**config.mk**
```make
export PLATFORM = sky130hd
export DESIGN_NAME = brs_ram
export DESIGN_NICKNAME = d
export VERILOG_FILES = /design/src/sv/brs_ram.sv
export SDC_FILE = /design/constraint.sdc
export NUM_CORES = 1
export LEC_CHECK = 0
export BUFFER_PORTS_ARGS = -buffer_cell sky130_fd_sc_hd__clkbuf_2
export CORE_MARGIN = 2
export CORE_UTILIZATION = 30
export CTS_CLUSTER_SIZE = 28
export DETAILED_ROUTE_END_ITERATION = 12
export PLACE_DENSITY = 0.43
export REMOVE_ABC_BUFFERS = 1
export SYNTH_ARGS = -nofsm -noshare
export SYNTH_HDL_FRONTEND = slang
export SYNTH_SLANG_ARGS = --single-unit
```
**constraint.sdc**
```tcl
create_clock -name i_clk -period 1.78 [get_ports i_clk]
set_input_delay 0.178 -clock i_clk [delete_from_list [all_inputs] [get_ports i_clk]]
set_output_delay 0.178 -clock i_clk [all_outputs]
set_load 0.1 [all_outputs]
```
**src/sv/brs_ram.sv**
```systemverilog
// Generic single-write, single-read RAM with registered read data.
module brs_ram #(
    parameter int WIDTH = 8,
    parameter int DEPTH = 16,
    parameter int AW    = (DEPTH > 1) ? $clog2(DEPTH) : 1
) (
    input  logic             i_clk,
    input  logic             i_we,
    input  logic [AW-1:0]    i_waddr,
    input  logic [WIDTH-1:0] i_wdata,
    input  logic [AW-1:0]    i_raddr,
    output logic [WIDTH-1:0] o_rdata
);
    logic [WIDTH-1:0] r_mem [DEPTH];

    always_ff @(posedge i_clk) begin
        if (i_we) begin
            r_mem[i_waddr] <= i_wdata;
        end
        o_rdata <= r_mem[i_raddr];
    end
endmodule

```
==> results of run 1 <==
placed cells by master, fill, tap and decap left out:
| master | n |
|---|---|
| a22oi_1 | 16 |
| and2_1 | 1 |
| and2b_1 | 1 |
| buf_12 | 2 |
| buf_4 | 17 |
| bufinv_16 | 3 |
| clkbuf_16 | 17 |
| clkbuf_2 | 25 |
| clkinv_4 | 3 |
| clkinvlp_4 | 3 |
| dfxtp_1 | 8 |
| edfxtp_1 | 128 |
| inv_6 | 6 |
| mux4_1 | 14 |
| mux4_2 | 18 |
| nand2_1 | 9 |
| nand2b_1 | 2 |
| nand3_1 | 1 |
| nand3b_1 | 2 |
| nor2_1 | 13 |
| nor2b_1 | 1 |
| nor3_1 | 4 |
| or3b_2 | 1 |
where the power goes:
group | internal, mW | total [mW] | switching (mW)
registers | 3.58 | 3.60 | 0.0192
logic | 0.143 | 0.486 | 0.343
clock network | 2.23 | 3.62 | 1.38
total | 5.96 | 7.70 | 1.74
flip-flops by register name, indices dropped and copies added (netlist names):
name     cells
o_rdata      8
r_mem      128
cell usage after synthesis (all sizes together):
cell type,count
mux4,32
and2b,1
nand3,1
clkdlybuf4s25,3
or3b,1
buf,7
nand2b,2
nor3,4
nor2b,1
nand3b,2
nor2,13
and2,1
edfxtp,128
nand2,9
a22oi,16
dfxtp,8
how the worst max path moves through the flow:
stage,startpoint,end,slack [ns],cells past startpoint
finish,r_mem[1][2],o_rdata[2],0.31,3
global route,r_mem[1][2],o_rdata[2],0.23,3
CTS,r_mem[1][2],o_rdata[2],0.31,3
detailed placement,i_raddr[0],o_rdata[2],0.09,5
global placement,i_raddr[0],o_rdata[2],0.08,5
floorplan,i_waddr[2],r_mem[0][0],0.11,2
worst max-delay path, cell delays in order, from the launching register on:
cell and delay, ns:
edfxtp_1 0.36, mux4_1 0.51, a22oi_1 0.37, nand2_1 0.11
cell type report:
cell class / instances / area, sq um
clock inverter: 15 / 191
multi-input combinational: 83 / 1060
sequential: 136 / 4000
tap: 220 / 275
clock buffer: 17 / 425
timing repair buffer: 44 / 293
fill: 1541 / 10500
stage by stage:
step | setup WS, ns | area, sq um
3_5_place_dp | 0.0857 | 5630
5_1_grt | 0.234 | 6250
6_report | 0.305 | 6250
2_1_floorplan | 0.109 | 5060
4_1_cts | 0.312 | 6250
3_3_place_gp | 0.0826 | 5630
cell families after synthesis:
| kind of cell | after synthesis | share of synthesized area, % |
|---|---|---|
| and+or+nand+nor | 35 | 3.18 |
| muxes | 32 | 15.0 |
| buffers and inverters | 10 | 1.68 |
| AOI/OAI and AO/OA | 16 | 2.33 |
| DFF | 136 | 77.8 |
metal layers:
metal,wire length (microns),GRT usage (%)
met2,5220,20.3
met3,426,3.72
met4,121,4.51
met5,0,0
met1,4890,17.2
==> reports/results.txt, run 1 <==
die area: 0.0182 sq mm
CTS Sinks: 136
hold depth: 1
Worst EP required: 2.07 ns
register area share after synthesis: 77.8%
Final Core Density: 37.4%
Yosys top cell by area: edfxtp_1
Cells after DPL: 483
Fin. Hold Viols: 0
total power: 7.70 mW
Hold Slack: 0.192 ns
Remaining Overflow, GRT: 0
1st-iter DRT viols: 192
Die H: 135 microns
Worst slew margin: 38.5%
Routed Antenna Nets: 0
min Tclk post-route: 1.47 ns
Clock H-tree levels: 4
Core ar.: 0.0167 sq mm
via count: 2386
P per Cell Area: 1230 mW/mm^2
r2r worst-path depth: 3
clock insertion delay at the later pin of the skew report: 0.41 ns
DR vias/cell: 4.63
Hold-fix buffers, CTS: 0
register bit total from synthesis: 136
GR Util All Layers: 12.9%
Synth area leaders: edfxtp_1 75%, mux4_2 7.9%, mux4_1 7.1%
CTS clock-pin slew for the worst setup and hold paths: 0.06 ns
Post-CTS Setup Bufs: 0
effective utilization at floorplan: 30.8%
Port Buffers: 25
syn_area_per_cell: 22.5 sq um
DRT Pass-1 Iters: 4
initial antenna violation count: 0
fmax: 0.678 GHz
post-synthesis cell type count: 19
r2r setup slk: 0.31 ns
Final nets: 300
worst r2r src: r_mem[1][2]
worst hold start: i_wdata[7]
Critical Path Source Type: register
RePlAce Congestion: 0.702
Ports: 26
Hold Path End: r_mem[1][7]
CTS tree: yes
Pleak: 2.10 nW
antenna diode count: 0
Hold Crit Class: primary input to register
setup tns final: 0 ns
vias in the first global route: 2506
Routed WL: 10.7 mm
Root Driver: clkbuf_16
Synth Instances: 229
fin cells: 515
share of the synthesized area in the top cell type: 74.7%
Critical R2R Capture: o_rdata[2]
dpl hpwl: 6.51 mm
CTS max path bufs: 2
row count: 47
CTS Buf Count: 17
largest net degree at the start of global routing: 33
Crit Path Class: register to register
top fanout value on the critical path: 1
crit path capture type: register
Wirelength per Cell: 20.7 microns
setup violators final: 0
period utilisation layout: 82.9%
MaxCap Viol Count: 0
Ys Warns: 0
Clock Skew: 0.00691 ns
global-route wire length before repair: 16.4 mm
crit path DAT: 1.77 ns
post-CTS sizing: 0
RSZ-0062 raised after global routing: no
maximum VDD drop: 0.685 mV
layout cells sized above 1: 32.2%
status: completed
count of pins over their slew limit: 0
worst-margin pin slew: 0.920 ns
synthesized cell area: 0.00515 sq mm
Die Wd: 135 microns
final routed DRC violation total: 0
area growth from synthesis to layout: 21.3%
(Power assumes the default switching activity.)
==> run 2: changes to the inputs <==
clock period = 1.3 ns   (was 1.78 ns; I/O delays follow)
==> run 2 against run 1 <==
The run now ends with setup timing left. Clock skew barely moved. Combinational power rose by 55%. Register-to-register slack got worse by 0.34 ns. Clock power rose by 38%. Total power rose by 39%. Maximum frequency rose by 11%. First-iteration DRC count fell by 1.0%. Sequential share of layout area fell by 1.6 points. Wire length rose by 3.8%. Sequential power rose by 37%. Via count rose by 1.8%. Largest cell class unchanged. Highest routed layer unchanged.
==> reports/results.txt, run 2 (synthesized netlist as in run 1, its figures left out) <==
P per Cell Area: 1670 mW/mm^2
Reg area: 0.00400 sq mm
Hold-fix buffers, CTS: 0
GR Util All Layers: 13.0%
setup tns final: -0.0328 ns
top fanout value on the critical path: 1
setup violators final: 1
period utilisation layout: 103%
crit path DAT: 1.62 ns
count of pins over their slew limit: 0
Die H: 135 microns
Clock H-tree levels: 4
crit path capture type: register
Hold Slack: 0.162 ns
worst hold start: i_wdata[1]
Routed Antenna Nets: 0
Critical Path Source Type: register
Ports: 26
Wirelength per Cell: 20.9 microns
Cell Int Power: 8.40 mW
final worst slack: -0.0328 ns
Cells after DPL: 496
status: complete, but fails checks
Crit Path Class: register to register
die area: 0.0182 sq mm
Root Driver: clkbuf_16
area occupied by multi-input gates: 0.00107 sq mm
dpl hpwl: 7.01 mm
area growth from synthesis to layout: 24.5%
met1 global-route usage: 17.2%
delay-heaviest family, CP: multiplexers
Core ar.: 0.0167 sq mm
row count: 47
RSZ-0062 raised after global routing: yes
P_sw: 2.29 mW
top flop regs: r_mem: 128 flops, o_rdata: 8 flops
DRT Pass-1 Iters: 4
clock insertion delay at the later pin of the skew report: 0.41 ns
antenna diode count: 0
commonest non-fill, non-tap cell in the layout: edfxtp_1
maximum VDD drop: 1.04 mV
Critical R2R Capture: o_rdata[2]
CTS Buf Count: 17
via count: 2429
layout cells sized above 1: 41.9%
min Tclk post-route: 1.33 ns
final routed DRC violation total: 0
worst-margin pin slew: 1.19 ns
crit path max-delay cell type: mux4_2
M3 GR Usage: 3.30%
grt met2 use: 20.5%
MaxCap Viol Count: 0
Hold Crit Class: primary input to register
r2r setup slk: -0.03 ns
Worst EP required: 1.59 ns
fin cells: 528
r2r worst-path depth: 3
commonest non-fill, non-tap cells in the layout: 128 x edfxtp_1, 36 x buf_4, 28 x mux4_2
Port Buffers: 25
critical path cell sequence: mux4_2 -> a22oi_2 -> nand2_1
Remaining Overflow, GRT: 0
WP buf/inv: 0
global-route wire length before repair: 16.5 mm
Sw Share: 21.4%
failing checks: setup timing
CTS tree: yes
largest reg by FF count: r_mem
Final nets: 313
CTS clock-pin slew for the worst setup and hold paths: 0.06 ns
Filler cells: 1560
sequential share of power: 46.1%
Clk pwr share: 46.8%
DR vias/cell: 4.60
effective utilization at floorplan: 30.8%
combinational share of power: 7.1%
Worst slew margin: 20.7%
fmax: 0.750 GHz
largest net degree at the start of global routing: 17
Pleak: 2.16 nW
Die Wd: 135 microns
Hold Path End: r_mem[1][1]
grt peak-use layer: met2
CP max stage delay: 0.48 ns
max reg flops: 128
RePlAce Congestion: 0.706
CTS max path bufs: 2
initial antenna violation count: 0
Fin. Hold Viols: 0
Clock Skew: 0.00683 ns
1st-iter DRT viols: 190
hold depth: 1
worst r2r src: r_mem[2][2]
Routed WL: 11.1 mm
vias in the first global route: 2561
CTS Sinks: 136
==> run 2: worst max-delay path by stage <==
stage | start | end | slack [ns] | depth (start not counted)
finish | r_mem[2][2] | o_rdata[2] | -0.03 | 3
floorplan | i_waddr[2] | r_mem[0][0] | -0.32 | 2
global placement | i_raddr[0] | o_rdata[2] | -0.38 | 5
CTS | r_mem[2][2] | o_rdata[2] | -0.01 | 3
detailed placement | i_raddr[0] | o_rdata[2] | -0.40 | 5
global route | r_mem[2][2] | o_rdata[2] | -0.06 | 3
==> run 2: repair_timing <==
item	CTS	global route
setup buffers	0	0
pin swaps	5	8
endpoints found under the setup margin	8	8
resized for setup	11	10
endpoints found under the hold margin	0	0
==> run 2: layout make-up <==
class / count / area share [%]
multi-input combinational: 83 / 16.8
clock inverter: 14 / 2.81
tap: 220 / 4.30
clock buffer: 18 / 6.85
timing repair buffer: 57 / 6.79
sequential: 136 / 62.5
==> run 2: worst reg2reg max path: stages, from the launching register on <==
cell and delay, ns:
edfxtp_1 0.37, mux4_2 0.48, a22oi_2 0.26, nand2_1 0.10
==> run 2: layer usage <==
metal | up-vias | share of wire (%)
met3 | 14 | 3.2
li1 | 1096 | -
met5 | - | 0
met1 | 1278 | 46
met4 | 0 | 1.9
met2 | 41 | 49
==> run 2: through the flow <==
step	setup slack, ns	power, mW	utilization (%)	cell area (sq um)
after floorplan	-0.323	5.42	-	5060
after global placement	-0.376	5.75	34.6	5770
after detailed placement	-0.398	5.76	34.6	5770
after CTS	-0.0149	10.8	38.5	6430
after global routing	-0.0622	11.0	38.4	6410
final	-0.0328	10.7	38.4	6410
==> run 2: power groups by stage <==
stage	logic (mW)	registers [mW]	clock network [mW]
5_1_grt	0.802	4.94	5.31
3_5_place_dp	0.736	5.02	0
4_1_cts	0.758	4.93	5.09
2_1_floorplan	0.196	5.23	0
3_3_place_gp	0.731	5.02	0
6_report	0.754	4.93	5.00
